--- config.mk ---
export PLATFORM = sky130hd
export DESIGN_NAME = sensor_frame_decimal_formatter_unit
export DESIGN_NICKNAME = d
export VERILOG_FILES = /design/src/hw/rtl/sfdf_pkg.sv /design/src/hw/rtl/sfdf_ctrl.sv /design/src/hw/rtl/sfdf_datapath.sv /design/src/hw/rtl/sensor_frame_decimal_formatter_unit.sv
export SDC_FILE = /design/constraint.sdc
export NUM_CORES = 1
export LEC_CHECK = 0
export BUFFER_PORTS_ARGS = -buffer_cell sky130_fd_sc_hd__buf_2
export CORE_UTILIZATION = 57
export DETAILED_ROUTE_END_ITERATION = 10
export GPL_ROUTABILITY_DRIVEN = 0
export PLACE_DENSITY = 0.91
export RECOVER_POWER = 100
export SYNTH_ARGS = -nofsm -noshare
export SYNTH_HDL_FRONTEND = slang
export SYNTH_SLANG_ARGS = --single-unit
--- constraint.sdc ---
create_clock -name i_clk -period 4 [get_ports i_clk]
set_input_delay 0.8 -clock i_clk [delete_from_list [all_inputs] [get_ports i_clk]]
set_output_delay 0.8 -clock i_clk [all_outputs]
set_load 0.01 [all_outputs]
--- src/hw/rtl/sfdf_pkg.sv ---
// Package for the sensor frame decimal formatter.
// Holds widths, ASCII codes, controller state and command/status types.
// No dependencies.
package sfdf_pkg;

    localparam int FIELD_COUNT    = 6;
    localparam int NUM_VALUES_DEF = 6;
    localparam int VAL_W          = 16;
    localparam int CHAR_W         = 8;
    localparam int DIGITS         = 5;
    localparam int BCD_W          = 4 * DIGITS;
    localparam int CNT_W          = $clog2(VAL_W + 1);
    localparam int DIG_W          = $clog2(DIGITS);
    localparam int IDX_W          = $clog2(FIELD_COUNT);
    localparam int IN_W           = FIELD_COUNT * VAL_W;

    localparam logic [CHAR_W-1:0] ASCII_ZERO  = 8'h30;
    localparam logic [CHAR_W-1:0] ASCII_MINUS = 8'h2D;
    localparam logic [CHAR_W-1:0] ASCII_SEMI  = 8'h3B;
    localparam logic [CHAR_W-1:0] ASCII_LF    = 8'h0A;
    localparam logic [CHAR_W-1:0] ASCII_CR    = 8'h0D;

    typedef enum logic [2:0] {
        ST_IDLE,
        ST_START,
        ST_SIGN,
        ST_CONV,
        ST_DIGIT,
        ST_SEP,
        ST_NL,
        ST_CR
    } t_state;

    typedef enum logic [2:0] {
        CH_MINUS,
        CH_DIGIT,
        CH_SEMI,
        CH_LF,
        CH_CR
    } t_char_sel;

    typedef struct packed {
        logic      load;
        logic      start;
        logic      step;
        logic      dig_init;
        logic      dig_dec;
        logic      next_val;
        logic      emit;
        t_char_sel sel;
        logic      last;
    } t_cmd;

    typedef struct packed {
        logic neg;
        logic conv_done;
        logic dig_zero;
        logic last_val;
        logic out_free;
    } t_stat;

endpackage

--- src/hw/rtl/sfdf_ctrl.sv ---
// Controller state machine of the sensor frame decimal formatter.
// Sequences sign, conversion, digits and separators; uses sfdf_pkg.
module sfdf_ctrl import sfdf_pkg::*; (
    input  logic  i_clk,
    input  logic  i_rst_n,
    input  logic  i_in_valid,
    output logic  o_in_ready,
    input  t_stat i_stat,
    output t_cmd  o_cmd
);

    t_state r_state;
    t_state n_state;

    always_ff @(posedge i_clk) begin
        if (!i_rst_n) begin
            r_state <= ST_IDLE;
        end else begin
            r_state <= n_state;
        end
    end

    always_comb begin
        n_state = r_state;
        case (r_state)
            ST_IDLE: begin
                if (i_in_valid) n_state = ST_START;
            end
            ST_START: begin
                n_state = i_stat.neg ? ST_SIGN : ST_CONV;
            end
            ST_SIGN: begin
                if (i_stat.out_free) n_state = ST_CONV;
            end
            ST_CONV: begin
                if (i_stat.conv_done) n_state = ST_DIGIT;
            end
            ST_DIGIT: begin
                if (i_stat.out_free && i_stat.dig_zero) begin
                    n_state = i_stat.last_val ? ST_NL : ST_SEP;
                end
            end
            ST_SEP: begin
                if (i_stat.out_free) n_state = ST_START;
            end
            ST_NL: begin
                if (i_stat.out_free) n_state = ST_CR;
            end
            ST_CR: begin
                if (i_stat.out_free) n_state = ST_IDLE;
            end
            default: n_state = ST_IDLE;
        endcase
    end

    always_comb begin
        o_cmd      = '0;
        o_cmd.sel  = CH_DIGIT;
        o_in_ready = 1'b0;
        case (r_state)
            ST_IDLE: begin
                o_in_ready = 1'b1;
                o_cmd.load = i_in_valid;
            end
            ST_START: begin
                o_cmd.start = 1'b1;
            end
            ST_SIGN: begin
                o_cmd.emit = i_stat.out_free;
                o_cmd.sel  = CH_MINUS;
            end
            ST_CONV: begin
                o_cmd.step     = !i_stat.conv_done;
                o_cmd.dig_init = i_stat.conv_done;
            end
            ST_DIGIT: begin
                o_cmd.emit    = i_stat.out_free;
                o_cmd.sel     = CH_DIGIT;
                o_cmd.dig_dec = i_stat.out_free;
            end
            ST_SEP: begin
                o_cmd.emit     = i_stat.out_free;
                o_cmd.sel      = CH_SEMI;
                o_cmd.next_val = i_stat.out_free;
            end
            ST_NL: begin
                o_cmd.emit = i_stat.out_free;
                o_cmd.sel  = CH_LF;
            end
            ST_CR: begin
                o_cmd.emit = i_stat.out_free;
                o_cmd.sel  = CH_CR;
                o_cmd.last = 1'b1;
            end
            default: begin
                o_cmd = '0;
            end
        endcase
    end

endmodule

--- src/hw/rtl/sfdf_datapath.sv ---
// Datapath of the sensor frame decimal formatter: frame register, magnitude,
// shift-add-3 binary to BCD converter, digit pointer and output register.
// Uses sfdf_pkg; driven by sfdf_ctrl.
module sfdf_datapath import sfdf_pkg::*; #(
    parameter int NUM_VALUES = NUM_VALUES_DEF
) (
    input  logic              i_clk,
    input  logic              i_rst_n,
    input  logic [IN_W-1:0]   i_frame,
    input  t_cmd              i_cmd,
    output t_stat             o_stat,
    input  logic              i_out_ready,
    output logic              o_out_valid,
    output logic [CHAR_W-1:0] o_out_char,
    output logic              o_out_last
);

    localparam int COUNT = (NUM_VALUES > FIELD_COUNT) ? FIELD_COUNT :
                           (NUM_VALUES < 1) ? 1 : NUM_VALUES;
    localparam logic [IDX_W-1:0] LAST_IDX = IDX_W'(COUNT - 1);

    logic [VAL_W-1:0]  r_vals [FIELD_COUNT];
    logic [IDX_W-1:0]  r_idx;
    logic [VAL_W-1:0]  r_mag;
    logic [BCD_W-1:0]  r_bcd;
    logic [CNT_W-1:0]  r_cnt;
    logic [DIG_W-1:0]  r_dig;
    logic              r_ovalid;
    logic [CHAR_W-1:0] r_ochar;
    logic              r_olast;

    logic [VAL_W-1:0]  cur_val;
    logic [BCD_W-1:0]  bcd_adj;
    logic [DIG_W-1:0]  lead;
    logic [3:0]        cur_digit;
    logic [CHAR_W-1:0] char_mux;

    assign cur_val = r_vals[r_idx];

    always_comb begin
        for (int d = 0; d < DIGITS; d++) begin
            bcd_adj[4*d +: 4] = (r_bcd[4*d +: 4] >= 4'd5) ?
                                r_bcd[4*d +: 4] + 4'd3 : r_bcd[4*d +: 4];
        end
    end

    always_comb begin
        lead = '0;
        for (int d = 0; d < DIGITS; d++) begin
            if (r_bcd[4*d +: 4] != 4'd0) lead = DIG_W'(d);
        end
    end

    assign cur_digit = r_bcd[4*r_dig +: 4];

    always_comb begin
        case (i_cmd.sel)
            CH_MINUS: char_mux = ASCII_MINUS;
            CH_DIGIT: char_mux = ASCII_ZERO + {4'd0, cur_digit};
            CH_SEMI:  char_mux = ASCII_SEMI;
            CH_LF:    char_mux = ASCII_LF;
            CH_CR:    char_mux = ASCII_CR;
            default:  char_mux = ASCII_ZERO;
        endcase
    end

    always_ff @(posedge i_clk) begin
        if (i_cmd.load) begin
            for (int f = 0; f < FIELD_COUNT; f++) begin
                r_vals[f] <= i_frame[f*VAL_W +: VAL_W];
            end
        end
    end

    always_ff @(posedge i_clk) begin
        if (!i_rst_n) begin
            r_idx <= '0;
            r_cnt <= '0;
        end else begin
            if (i_cmd.load) begin
                r_idx <= '0;
            end else if (i_cmd.next_val) begin
                r_idx <= r_idx + 1'b1;
            end
            if (i_cmd.start) begin
                r_cnt <= '0;
            end else if (i_cmd.step) begin
                r_cnt <= r_cnt + 1'b1;
            end
        end
    end

    always_ff @(posedge i_clk) begin
        if (i_cmd.start) begin
            r_mag <= cur_val[VAL_W-1] ? (~cur_val + 1'b1) : cur_val;
            r_bcd <= '0;
        end else if (i_cmd.step) begin
            {r_bcd, r_mag} <= {bcd_adj[BCD_W-2:0], r_mag, 1'b0};
        end
        if (i_cmd.dig_init) begin
            r_dig <= lead;
        end else if (i_cmd.dig_dec) begin
            r_dig <= r_dig - 1'b1;
        end
    end

    always_ff @(posedge i_clk) begin
        if (!i_rst_n) begin
            r_ovalid <= 1'b0;
        end else if (i_cmd.emit) begin
            r_ovalid <= 1'b1;
        end else if (i_out_ready) begin
            r_ovalid <= 1'b0;
        end
    end

    always_ff @(posedge i_clk) begin
        if (i_cmd.emit) begin
            r_ochar <= char_mux;
            r_olast <= i_cmd.last;
        end
    end

    // sign of the value being started, valid in the start cycle
    assign o_stat.neg       = cur_val[VAL_W-1];
    assign o_stat.conv_done = (r_cnt == CNT_W'(VAL_W));
    assign o_stat.dig_zero  = (r_dig == '0);
    assign o_stat.last_val  = (r_idx == LAST_IDX);
    assign o_stat.out_free  = !r_ovalid || i_out_ready;

    assign o_out_valid = r_ovalid;
    assign o_out_char  = r_ochar;
    assign o_out_last  = r_olast;

    a_cnt_range: assert property (@(posedge i_clk) disable iff (!i_rst_n)
        r_cnt <= CNT_W'(VAL_W))
        else $error("conversion counter past end");

    a_digit_after_conv: assert property (@(posedge i_clk) disable iff (!i_rst_n)
        (i_cmd.emit && i_cmd.sel == CH_DIGIT) |-> o_stat.conv_done)
        else $error("digit sent before conversion finished");

    a_digit_bcd: assert property (@(posedge i_clk) disable iff (!i_rst_n)
        (i_cmd.emit && i_cmd.sel == CH_DIGIT) |-> cur_digit <= 4'd9)
        else $error("digit out of BCD range");

    a_last_is_cr: assert property (@(posedge i_clk) disable iff (!i_rst_n)
        (r_ovalid && r_olast) |-> r_ochar == ASCII_CR)
        else $error("frame end not on carriage return");

    a_no_overrun: assert property (@(posedge i_clk) disable iff (!i_rst_n)
        i_cmd.emit |-> (!r_ovalid || i_out_ready))
        else $error("output register overwritten");

endmodule

--- src/hw/rtl/sensor_frame_decimal_formatter_unit.sv ---
// Top level of the sensor frame decimal formatter.
// Instantiates sfdf_ctrl and sfdf_datapath; uses sfdf_pkg.
//
// One input transfer carries a frame of six signed 16-bit samples; the block
// answers with one character transfer per ASCII byte: each value in decimal
// (leading '-' if negative, no leading zeros), ';' between values, then
// newline and carriage return, the carriage return flagged by tlast. Frames
// are handled one at a time. Each frame begins with a load; each value then
// passes through a start state, a minus sign if negative, the 16-step
// shift-add-3 BCD converter, its digits and the separator. The next frame is
// taken as soon as the carriage return is in the output register.
module sensor_frame_decimal_formatter_unit import sfdf_pkg::*; #(
    parameter int NUM_VALUES = NUM_VALUES_DEF
) (
    input  logic              i_clk,
    input  logic              i_rst_n,
    input  logic              i_s_axis_tvalid,
    output logic              o_s_axis_tready,
    // accel_x, accel_y, accel_z, gyro_x, gyro_y, gyro_z (16 bits each)
    input  logic [IN_W-1:0]   i_s_axis_tdata,
    output logic              o_m_axis_tvalid,
    input  logic              i_m_axis_tready,
    // character
    output logic [CHAR_W-1:0] o_m_axis_tdata,
    output logic              o_m_axis_tlast
);

    t_cmd  cmd;
    t_stat stat;

    sfdf_ctrl u_ctrl (
        .i_clk      (i_clk),
        .i_rst_n    (i_rst_n),
        .i_in_valid (i_s_axis_tvalid),
        .o_in_ready (o_s_axis_tready),
        .i_stat     (stat),
        .o_cmd      (cmd)
    );

    sfdf_datapath #(
        .NUM_VALUES (NUM_VALUES)
    ) u_datapath (
        .i_clk       (i_clk),
        .i_rst_n     (i_rst_n),
        .i_frame     (i_s_axis_tdata),
        .i_cmd       (cmd),
        .o_stat      (stat),
        .i_out_ready (i_m_axis_tready),
        .o_out_valid (o_m_axis_tvalid),
        .o_out_char  (o_m_axis_tdata),
        .o_out_last  (o_m_axis_tlast)
    );

endmodule
==> results.md, run 1 <==
- Synth cell types: 58
- Synth area leader: edfxtp_1
- Clock Pin Slew Worst Setup and Hold Paths: 60 ps
- Die height: 115.3 µm
- Peak supply drop: 0.0004821 V
- Fin crit share: 83.38%
- Num ports: 111
- Power Density: 487.9 nW/µm²
- Routed WL: 15490 µm
- ANT nets after route: 0
- Max-slew headroom: 5.806%
- Initial antenna violation count: 0
- Drc violations: 0
- Die width: 115.3 µm
- Post-synth top area share: 50.05%
- Crit path DAT: 3620 ps
- Num Clock Sinks: 157
- Post-synth EDFFs: 122
- Vias: 5205
- FF+latch count, synth: 157
- Setup Crit Path Kind: reg -> reg
- First-pass GRT wire length: 24430 µm
- Largest net degree at the start of global routing: 63
- HPWL after detailed placement: 10670 µm
- Vias per cell: 5.842
- Gr ovfl total: 0
- DRT iter0 DRCs: 546
- Warnings, synthesis: 0
- Worst Path Max Fanout: 6
- Max-slew violations: 0
- Post-synthesis sequential area ratio: 59.62%
- Worst setup SP type: flop
- Most frequent cells in the layout: edfxtp_1, buf_2, nand2_1
- Layout Skew: 8.180 ps
- Post-Syn Area: 7320 µm²
- TNS Setup: 0 ps
- Initial core utilization: 58.24%
- Share of layout cells above drive strength 1: 21.42%
- Clock latency on the worst-skew pair: 420 ps
- GRT Util Overall: 24.53%
- # diodes: 0
- Req. time, crit path: 4290 ps
- CTS resizes: 0
- Setup bufs post-CTS: 0
- Crit path capture type: flop
- Status: finished clean
- Total core area: 12570 µm²
- Commonest non-fill, non-tap cell in the layout: edfxtp_1
- Number of CTS-inserted buffers: 17
- Root Driver: clkbuf_16
- Wirelength per Cell: 17.39 µm
- RSZ-0062 raised after global routing: no
- CTS Hold Buffers Added: 0
- FILL cells: 825
- Max frequency: 0.2998 GHz
- CTS tree: done
- CTS H-Tree Depth: 4
- Number of I/O port buffers: 108
- Fin. Hold Viols: 0
- Final #Nets: 824
- Async SR Flop Fraction: 0%
- Minimum clock period after layout: 3335 ps
- Leakage: 3.115 nW
- Syn_area_per_cell: 12.20 µm²
- Worst-margin pin slew: 1413 ps
- Final Setup Violations: 0
- Synth top area cells: edfxtp_1, dfxtp_1, mux4_2
- Clk buf depth: 2
- Maxcap violations: 0
- Area grow syn2layout: 16.84%
- Hold Slack: 501.7 ps
- Cells after Synth: 600
- Die area: 13300 µm²
- Worst Hold Class: reg -> reg
- Pre-antenna DRT Iters: 6
- Top FF cell, synth: edfxtp_1
- Vias in the first global route: 5246
- Num rows: 41
- Pre-CTS setup slack: 797.5 ps
- Final setup margin: 664.9 ps
[worst max-delay path, cell delays in order (launching register included)]
cell and delay [ps]:
dfxtp_1 450, mux2_1 370, mux4_2 470, inv_1 100
ha_1 240, nor3b_1 220, a22oi_1 100, a22oi_1 320
nand4_1 340, or4_1 490, nand3_1 90
[sequential cells by signal, indices dropped and copies added, names as in the netlist, named ones only]
| signal | cells |
|---|---|
| u_datapath.o_out_last | 1 |
| u_datapath.o_out_valid | 1 |
| u_datapath.r_bcd | 20 |
| u_datapath.r_vals | 96 |
| u_datapath.r_idx | 3 |
| u_ctrl.r_state | 3 |
| u_datapath.r_mag | 16 |
| u_datapath.o_out_char | 6 |
| u_datapath.r_cnt | 5 |
| u_datapath.r_dig | 3 |
[cell families (layout without fill, tap and decap cells)]
group | after synthesis | count (layout) | synth area share, %
and+or+nand+nor | 181 | 181 | 11.88
other | 1 | 2 | 0.05123
AOI/OAI and AO/OA | 111 | 111 | 9.163
DFF | 157 | 157 | 59.62
buffers and inverters | 53 | 171 | 3.060
muxes | 58 | 58 | 10.68
adders and majority gates | 17 | 17 | 2.906
xor gates and xnor gates | 22 | 22 | 2.633
[report_power, final]
part | internal, W | switching (W) | leakage [nW] | total [W]
Sequential | 0.00201 | 0.0000807 | 1.44 | 0.00209
Combinational | 0.000189 | 0.000336 | 1.40 | 0.000525
Clock | 0.000915 | 0.000642 | 0.272 | 0.00156
[metrics by stage]
stage          instances  power, W  area [µm²]  utilization (%)
2_1_floorplan        601  0.002461        7323                -
3_3_place_gp         860  0.002604        8014            63.76
3_5_place_dp         860  0.002647        8014            63.76
4_1_cts              891  0.004202        8586            68.31
5_1_grt              891  0.004324        8552            68.04
6_report             891  0.004173        8552            68.04
[worst paths after layout]
kind	start	end	slack (ps)	depth (start not counted)
worst max register to register	flop	u_datapath.r_mag[14]	660	10
worst max-delay path	flop	u_datapath.r_mag[14]	660	10
worst min register to register	u_datapath.r_mag[15]	u_datapath.r_bcd[0]	500	2
worst min-delay path	u_datapath.r_mag[15]	u_datapath.r_bcd[0]	500	2
[layout make-up]
type,count,area [µm²],share of cell area [%]
sequential,157,4364,51.03
clock inverter,14,146.4,1.712
multi-input combinational,391,2736,32.00
clock buffer,17,425.4,4.974
inverter,23,86.33,1.010
tap,172,215.2,2.516
timing repair buffer,117,578.1,6.759
[synthesized netlist by cell type, types with 8 or more instances]
| master | n |
|---|---|
| a21oi_1 | 31 |
| a22oi_1 | 8 |
| and3_1 | 8 |
| clkbuf_1 | 17 |
| dfxtp_1 | 35 |
| edfxtp_1 | 122 |
| ha_1 | 17 |
| inv_1 | 23 |
| mux2i_1 | 29 |
| mux4_2 | 14 |
| nand2_1 | 55 |
| nand2b_1 | 10 |
| nand3_1 | 29 |
| nor2_1 | 38 |
| nor3_1 | 10 |
| o21ai_0 | 31 |
| o21ai_1 | 10 |
| xnor2_1 | 8 |
| xor2_1 | 14 |
[layer usage]
layer  wire length, µm  GRT usage, %  vias to the layer above
li1                  -             -                     2442
met1              6060         28.05                     2455
met2              8008         42.75                      261
met3              1005         6.326                       47
met4               419         12.03                        0
met5                 0             0                        -
No activity file was read; power rests on OpenSTA's default activity.
==> run 2, diff against run 1 <==
--- a/config.mk
+++ b/config.mk
@@ -5,11 +5,12 @@
 export SDC_FILE = /design/constraint.sdc
 export NUM_CORES = 1
 export LEC_CHECK = 0
+export ABC_AREA = 1
 export BUFFER_PORTS_ARGS = -buffer_cell sky130_fd_sc_hd__buf_2
-export CORE_UTILIZATION = 57
+export CORE_UTILIZATION = 52
 export DETAILED_ROUTE_END_ITERATION = 10
 export GPL_ROUTABILITY_DRIVEN = 0
-export PLACE_DENSITY = 0.91
+export PLACE_DENSITY = 0.88
 export RECOVER_POWER = 100
 export SYNTH_ARGS = -nofsm -noshare
 export SYNTH_HDL_FRONTEND = slang
==> constraint.sdc (replaced) <==
create_clock -name i_clk -period 2.8 [get_ports i_clk]
set_input_delay 0.56 -clock i_clk [delete_from_list [all_inputs] [get_ports i_clk]]
set_output_delay 0.56 -clock i_clk [all_outputs]
set_load 0.01 [all_outputs]
==> results.md, run 2 <==
- Status: finished with violations
- Failing checks: DRC
- Synth top area cells: edfxtp_1, dfxtp_1, nand2_1
- Power Density: 933.3 nW/µm² (+91%)
- Cells after DPL: 1030 (+20%)
- Finished Layout Cells: 1061 (+19%)
- Pre-CTS setup slack: 488.1 ps (-309.5 ps)
- CTS tree: done
- Final Setup Violations: 0 (unchanged)
- CTS H-Tree Depth: 4 (unchanged)
- Syn_area_per_cell: 9.677 µm² (-21%)
- Fin. Hold Viols: 0 (unchanged)
- Req. time, crit path: 2910 ps (-1380 ps)
- Routed WL: 16040 µm (+3.5%)
- Worst-margin pin slew: 1061 ps (-351.8 ps)
- Top FF cell, synth: edfxtp_1
- Clk buf depth: 2 (unchanged)
- Largest register FFs: 96 (unchanged)
- Wirelength per Cell: 15.11 µm (-13%)
- Gr ovfl total: 0 (unchanged)
- CP max stage delay: 800 ps (+310 ps)
- Setup bufs post-CTS: 0 (unchanged)
- Crit path DAT: 2540 ps (-1080 ps)
- RSZ-0062 raised after global routing: no
- Synth cell types: 43 (-26%)
- Max-slew violations: 0 (unchanged)
- Minimum clock period after layout: 2426 ps (-909.3 ps)
- Most frequent cells in the layout: nand2_1, edfxtp_1, buf_2
- Worst Path Max Fanout: 17 (+11)
- Pre-antenna DRT Iters: 9 (+3)
- Largest net degree at the start of global routing: 46 (-27%)
- Die height: 120.7 µm (+4.7%)
- CTS Hold Buffers Added: 0 (unchanged)
- Crit path buffers/inverters: 3 (+2)
- Initial antenna violation count: 0 (unchanged)
- Clock Pin Slew Worst Setup and Hold Paths: 70 ps (about the same)
- Num Clock Sinks: 157 (unchanged)
- Final #Nets: 986 (+20%)
- Placed cell areas: 8061 µm² (+0.59%)
- # diodes: 0 (unchanged)
- ANT nets after route: 0 (unchanged)
- Hold Slack: 303.3 ps (-198.4 ps)
- Critical path's top delay family: simple AND/OR/NAND/NOR gates
- FF+latch count, synth: 157 (unchanged)
- CP Cell Sequence: inv_1 -> nand2_1 -> nor2_1 -> inv_1 -> nor2_2 -> clkbuf_2
- Post-synth EDFFs: 122 (unchanged)
- Peak supply drop: 0.0008447 V (+75%)
- Commonest non-fill, non-tap cell in the layout: nand2_1
- Max frequency: 0.4122 GHz (+37%)
- Synth top cells by count: nand2_1, edfxtp_1, inv_1
- Warnings, synthesis: 0 (unchanged)
- Die width: 120.7 µm (+4.7%)
- Final Cell Area: 8569 µm² (+0.20%)
- Die area: 14570 µm² (+9.5%)
- Root Driver: clkbuf_16
- Area grow syn2layout: 16.98%
- Slowest cell on crit path: nor2_2
- Cell repeated most along the worst path: inv_1
- Most flops, register: u_datapath.r_vals
- Post-synthesis sequential area ratio: 59.57% (about the same)
- Worst Hold Class: in -> reg
- Total core area: 13830 µm² (+10%)
- Post-Syn Area: 7326 µm² (about the same)
- Max-slew headroom: 29.19% (+23 points)
- Setup Crit Path Kind: reg -> reg
- Share of layout cells above drive strength 1: 17.48% (-3.9 points)
- Maxcap violations: 0 (unchanged)
- GRT Util Overall: 23.46% (-1.1 points)
- Initial core utilization: 52.98% (-5.3 points)
- Layout Skew: 11.33 ps (+3.154 ps)
- Vias per cell: 5.385 (-7.8%)
- Num ports: 111 (unchanged)
- TNS Setup: 0 ps (unchanged)
- Crit path capture type: flop
- Cells after Synth: 757 (+26%)
- Top-count cell post-synth: nand2_1
- Synth area leader: edfxtp_1
- Worst setup SP type: flop
- Fin crit share: 86.63% (+3.3 points)
- First-pass GRT wire length: 26030 µm (+6.6%)
- CTS resizes: 0 (unchanged)
- Leakage: 3.488 nW (+12%)
- Final setup margin: 374.2 ps (-290.7 ps)
- Number of CTS-inserted buffers: 17 (unchanged)
- Top flop regs: u_datapath.r_vals (96), u_datapath.r_bcd (20), u_datapath.r_mag (16)
- Drc violations: 2 (+2)
- Number of I/O port buffers: 108 (unchanged)
- Vias: 5713 (+9.8%)
- Post-synth top area share: 50.01% (about the same)
- Num rows: 43 (+4.9%)
- Vias in the first global route: 5614 (+7.0%)
- DRT iter0 DRCs: 487 (-11%)
- Clock latency on the worst-skew pair: 430 ps (about the same)
- Async SR Flop Fraction: 0% (unchanged)
- HPWL after detailed placement: 11420 µm (+7.0%)
-- run 2: cell types whose count changed in the layout (fill, tap and decap cells not counted), moves of 10 or more --
| cell | previous run | this run |
|---|---|---|
| mux2i_1 | 29 | 0 |
| inv_1 | 23 | 77 |
| a21oi_1 | 31 | 42 |
| nand2b_1 | 10 | 0 |
| nand3_1 | 29 | 71 |
| nand2_1 | 55 | 177 |
| o21ai_0 | 36 | 69 |
| mux4_2 | 14 | 0 |
-- run 2: cells by family after synthesis --
group / share of synthesized area [%]
buf+inv: 6.746
xor+xnor: 1.315
fa+ha+maj: 2.903
other cells: 0.05119
simple gates: 18.74
flops: 59.57
compound gates: 10.67
-- run 2: final timing paths --
check / start / to / slack [ps] / cells past startpoint
max: u_ctrl.r_state[2] / u_datapath.r_vals[5][9] / 370 / 6
min: i_s_axis_tdata[77] / u_datapath.r_vals[4][13] / 300 / 1
max reg2reg: u_ctrl.r_state[2] / u_datapath.r_vals[5][9] / 370 / 6
min reg2reg: u_datapath.r_mag[15] / u_datapath.r_bcd[0] / 490 / 2
-- run 2: area by class of cell --
| class | count | area, µm² |
|---|---|---|
| well taps | 180 | 225.2 |
| repair buffers | 122 | 655.6 |
| clock buffers | 17 | 425.4 |
| clock inverters | 14 | 125.1 |
| inverters | 82 | 310.3 |
| fillers | 1071 | 5258 |
| flip-flops and latches | 157 | 4364 |
| multi-input cells | 489 | 2464 |
-- run 2: metal layers --
layer / global-route usage, % / up-vias / share of wire [%]
met3: 6.557 / 38 / 5.7
met2: 41.02 / 216 / 50
met4: 9.645 / 0 / 2.8
li1: - / 2801 / -
met1: 26.99 / 2658 / 41
met5: 0 / - / 0
-- run 2: power breakdown --
group	internal, W	switching (W)
clock network	0.00117	0.00103
logic	0.000701	0.00147
registers	0.00334	0.000283
total	0.00521	0.00278
-- run 2: worst register-to-register path, cell delays in order, from the launching register on --
cell and delay [ps]:
dfxtp_1 440, inv_1 170, nand2_1 60, nor2_1 160, inv_1 90, nor2_2 800, clkbuf_2 410
-- run 2: metrics by stage --
| step | total power [W] | utilization [%] |
|---|---|---|
| 2_1_floorplan | 0.005160 | - |
| 5_1_grt | 0.008463 | 61.98 |
| 6_report | 0.007998 | 61.98 |
| 3_3_place_gp | 0.005717 | 58.30 |
| 3_5_place_dp | 0.005836 | 58.30 |
| 4_1_cts | 0.008048 | 62.28 |
==> run 3, diff against run 2 <==
--- a/config.mk
+++ b/config.mk
@@ -6,6 +6,7 @@
 export NUM_CORES = 1
 export LEC_CHECK = 0
 export ABC_AREA = 1
+export ABC_CLOCK_PERIOD_IN_PS = 2800
 export BUFFER_PORTS_ARGS = -buffer_cell sky130_fd_sc_hd__buf_2
 export CORE_UTILIZATION = 52
 export DETAILED_ROUTE_END_ITERATION = 10
@@ -14,4 +15,5 @@
 export RECOVER_POWER = 100
 export SYNTH_ARGS = -nofsm -noshare
 export SYNTH_HDL_FRONTEND = slang
+export SYNTH_HIERARCHICAL = 1
 export SYNTH_SLANG_ARGS = --single-unit
==> results.md, run 3 <==
- Status: finished clean
- Worst reg2reg path depth: 4 (-2)
- Top flop regs: u_datapath/r_vals (96), u_datapath/r_bcd (20), u_datapath/r_mag (16)
- Drc violations: 0 (-2)
- Most frequent cells in the layout: nand2_1, edfxtp_1, buf_2
- Post-Syn Area: 7433 µm² (+1.5%)
- Async SR Flop Fraction: 0% (unchanged)
- Gr ovfl total: 0 (unchanged)
- Synth top cells by count: nand2_1, edfxtp_1, nand3_1
- Post-Synth XOR/XNOR Area: 1.178% (-0.14 points)
- Number of CTS-inserted buffers: 17 (unchanged)
- Worst Hold Class: in -> reg
- FILL cells: 1114 (+4.0%)
- Cells after Synth: 785 (+3.7%)
- Largest net degree at the start of global routing: 70 (+52%)
- CP max stage delay: 820 ps (+20 ps)
- Top-count cell post-synth: nand2_1
- Setup Crit Path Kind: reg -> reg
- CTS H-Tree Depth: 4 (unchanged)
- Clock latency on the worst-skew pair: 430 ps (about the same)
- Vias per cell: 5.404 (+0.36%)
- Share of layout cells above drive strength 1: 18.02% (+0.54 points)
- TNS Setup: 0 ps (unchanged)
- CP Cell Sequence: nor2_1 -> inv_1 -> nor3_4 -> clkbuf_4
- Wirelength per Cell: 14.50 µm (-4.1%)
- DRT iter0 DRCs: 633 (+30%)
- GRT Util Overall: 22.69% (-0.77 points)
- RSZ-0062 raised after global routing: no
- Max frequency: 0.4075 GHz (-1.1%)
- Num rows: 43 (unchanged)
- Worst setup SP type: flop
- Max-slew headroom: 40.29% (+11 points)
- FF+latch count, synth: 157 (unchanged)
- Peak supply drop: 0.0005161 V (-39%)
- Placed cell areas: 8150 µm² (+1.1%)
- Reg-to-reg critical path endpoint: u_datapath/r_vals[5][6]
- Worst-margin pin slew: 895.6 ps (-165.5 ps)
- Power Density: 928.1 nW/µm² (-0.55%)
- Synth cell types: 40 (-7.0%)
- Hold path endpoint: u_datapath/r_vals[4][3]
- Multi-input logic area: 2540 µm² (+3.1%)
- Initial antenna violation count: 0 (unchanged)
- Warnings, synthesis: 6 (+6)
- Total core area: 13930 µm² (+0.78%)
- Final setup margin: 346.1 ps (-28.15 ps)
- Post-synth top area share: 49.28% (-0.72 points)
- Fin crit share: 87.64% (+1.0 points)
- Clk buf depth: 2 (unchanged)
- R2R setup slack: 350 ps (-30 ps)
- Critical path's top delay family: buffers and inverters
- First-pass GRT wire length: 25500 µm (-2.0%)
- CTS tree: done
- Hold Crit Start: i_s_axis_tdata[67]
- Root Driver: clkbuf_16
- Layout Skew: 10.54 ps (-0.7940 ps)
- ANT nets after route: 0 (unchanged)
- Final Cell Area: 8658 µm² (+1.0%)
- CTS resizes: 0 (unchanged)
- Post-synthesis sequential area ratio: 58.71% (-0.86 points)
- RR Startpoint: u_ctrl/r_state[1]
- Synth area leader: edfxtp_1
- Pre-CTS setup slack: 551.9 ps (+63.79 ps)
- Number of I/O port buffers: 108 (unchanged)
- Max-slew violations: 0 (unchanged)
- Largest family of logic cells by synthesized area: simple AND/OR/NAND/NOR gates
- Pre-antenna DRT Iters: 6 (-3)
- Reg area: 4364 µm² (unchanged)
- Setup bufs post-CTS: 0 (unchanged)
- Maxcap violations: 0 (unchanged)
- Compound-Gate Fraction of Synth Area: 8.938% (-1.7 points)
- Most flops, register: u_datapath/r_vals
- WHS Path Cells: 1 (unchanged)
- Slowest cell on crit path: clkbuf_4
- Vias in the first global route: 5584 (-0.53%)
- Vias: 5890 (+3.1%)
- Area grow syn2layout: 16.48%
- HPWL after detailed placement: 11120 µm (-2.6%)
- # diodes: 0 (unchanged)
- Final #Nets: 1014 (+2.8%)
- Simple-gate portion of the synthesized area: 21.17% (+2.4 points)
- Mux cell area share after synthesis: 0% (unchanged)
- Clock Pin Slew Worst Setup and Hold Paths: 70 ps (about the same)
- Req. time, crit path: 2860 ps (-50 ps)
- Die height: 121.6 µm (+0.72%)
- Crit path capture type: flop
- Worst Path Max Fanout: 69 (+52)
- Die area: 14780 µm² (+1.4%)
- Initial core utilization: 53.34% (+0.36 points)
- Routed WL: 15800 µm (-1.4%)
- Crit path DAT: 2510 ps (-30 ps)
- Die width: 121.6 µm (+0.72%)
- Minimum clock period after layout: 2454 ps (+28.15 ps)
- Syn_area_per_cell: 9.469 µm² (-2.2%)
- Final Setup Violations: 0 (unchanged)
- CTS Hold Buffers Added: 0 (unchanged)
- Post-synth EDFFs: 122 (unchanged)
- Post-Synth Adder-Cell Area: 2.861% (-0.042 points)
- Num Clock Sinks: 157 (unchanged)
- Fin. Hold Viols: 0 (unchanged)
- Num ports: 111 (unchanged)
- Crit path buffers/inverters: 2 (-1)
- Leakage: 3.640 nW (+4.3%)
- Synth top area cells: edfxtp_1, nand2_1, dfxtp_1
- Top FF cell, synth: edfxtp_1
- Commonest non-fill, non-tap cell in the layout: nand2_1
- Largest register FFs: 96 (unchanged)
## run 3: cell count changes after synthesis, sizes merged, moves of 4 or more
| cell | before | now |
|---|---|---|
| nand2 | 184 | 210 |
| nand3 | 73 | 81 |
| inv | 82 | 86 |
| nor2 | 45 | 51 |
| a21oi | 42 | 31 |
| o22ai | 3 | 15 |
| o21ai | 75 | 56 |
## run 3: area by class of cell
| cell class | instances | area share [%] |
|---|---|---|
| clock inverter | 14 | 1.749 |
| clock buffer | 18 | 4.957 |
| tap | 180 | 2.601 |
| sequential | 157 | 50.40 |
| timing repair buffer | 121 | 6.994 |
| multi-input combinational | 512 | 29.34 |
| inverter | 88 | 3.960 |
## run 3: kinds of logic after synthesis
| kind of cell | count (synthesis) |
|---|---|
| other | 1 |
| buffers and inverters | 117 |
| adder cells (fa/ha/maj) | 17 |
| XOR/XNOR | 10 |
| AO/OA/AOI/OAI | 119 |
| AND/OR/NAND/NOR | 364 |
| flip-flops | 157 |
## run 3: where the power goes
part / switching, W / internal (W) / total, W
clock network: 0.000998 / 0.00126 / 0.00226
logic: 0.00157 / 0.000665 / 0.00223
registers: 0.000234 / 0.00331 / 0.00354
## run 3: worst max-delay path by stage
stage	startpoint	to	slack (ps)	cells past startpoint
global placement	flop	u_datapath/r_mag[12]	680	13
CTS	flop	u_datapath/r_mag[14]	490	15
global route	flop	u_datapath/r_mag[14]	190	10
finish	u_ctrl/r_state[1]	u_datapath/r_vals[5][6]	350	4
floorplan	i_s_axis_tvalid	flop	-670	4
detailed placement	flop	u_datapath/r_mag[12]	550	13
## run 3: metal layers
layer / vias to the layer above / part of all wire, % / track usage [%]
li1: 2886 / - / -
met1: 2675 / 41 / 27.80
met5: - / 0 / 0
met3: 39 / 6.8 / 4.963
met4: 0 / 3.1 / 11.81
met2: 290 / 49 / 37.68
## run 3: worst reg2reg max path: stages, from the launching register on
cell and delay, ps:
dfxtp_1 410, nor2_1 270, inv_1 140, nor3_4 390, clkbuf_4 820
## run 3: per-stage QoR
stage               total power [W]  hold slack, ps  util [%]  std cells
floorplan                  0.005277           421.5         -        786
global placement           0.005789           441.8     58.49       1058
detailed placement         0.005885           453.7     58.49       1058
CTS                        0.008155           289.2     62.66       1090
global route               0.008502           290.3     62.14       1090
finish                     0.008036           303.5     62.14       1090
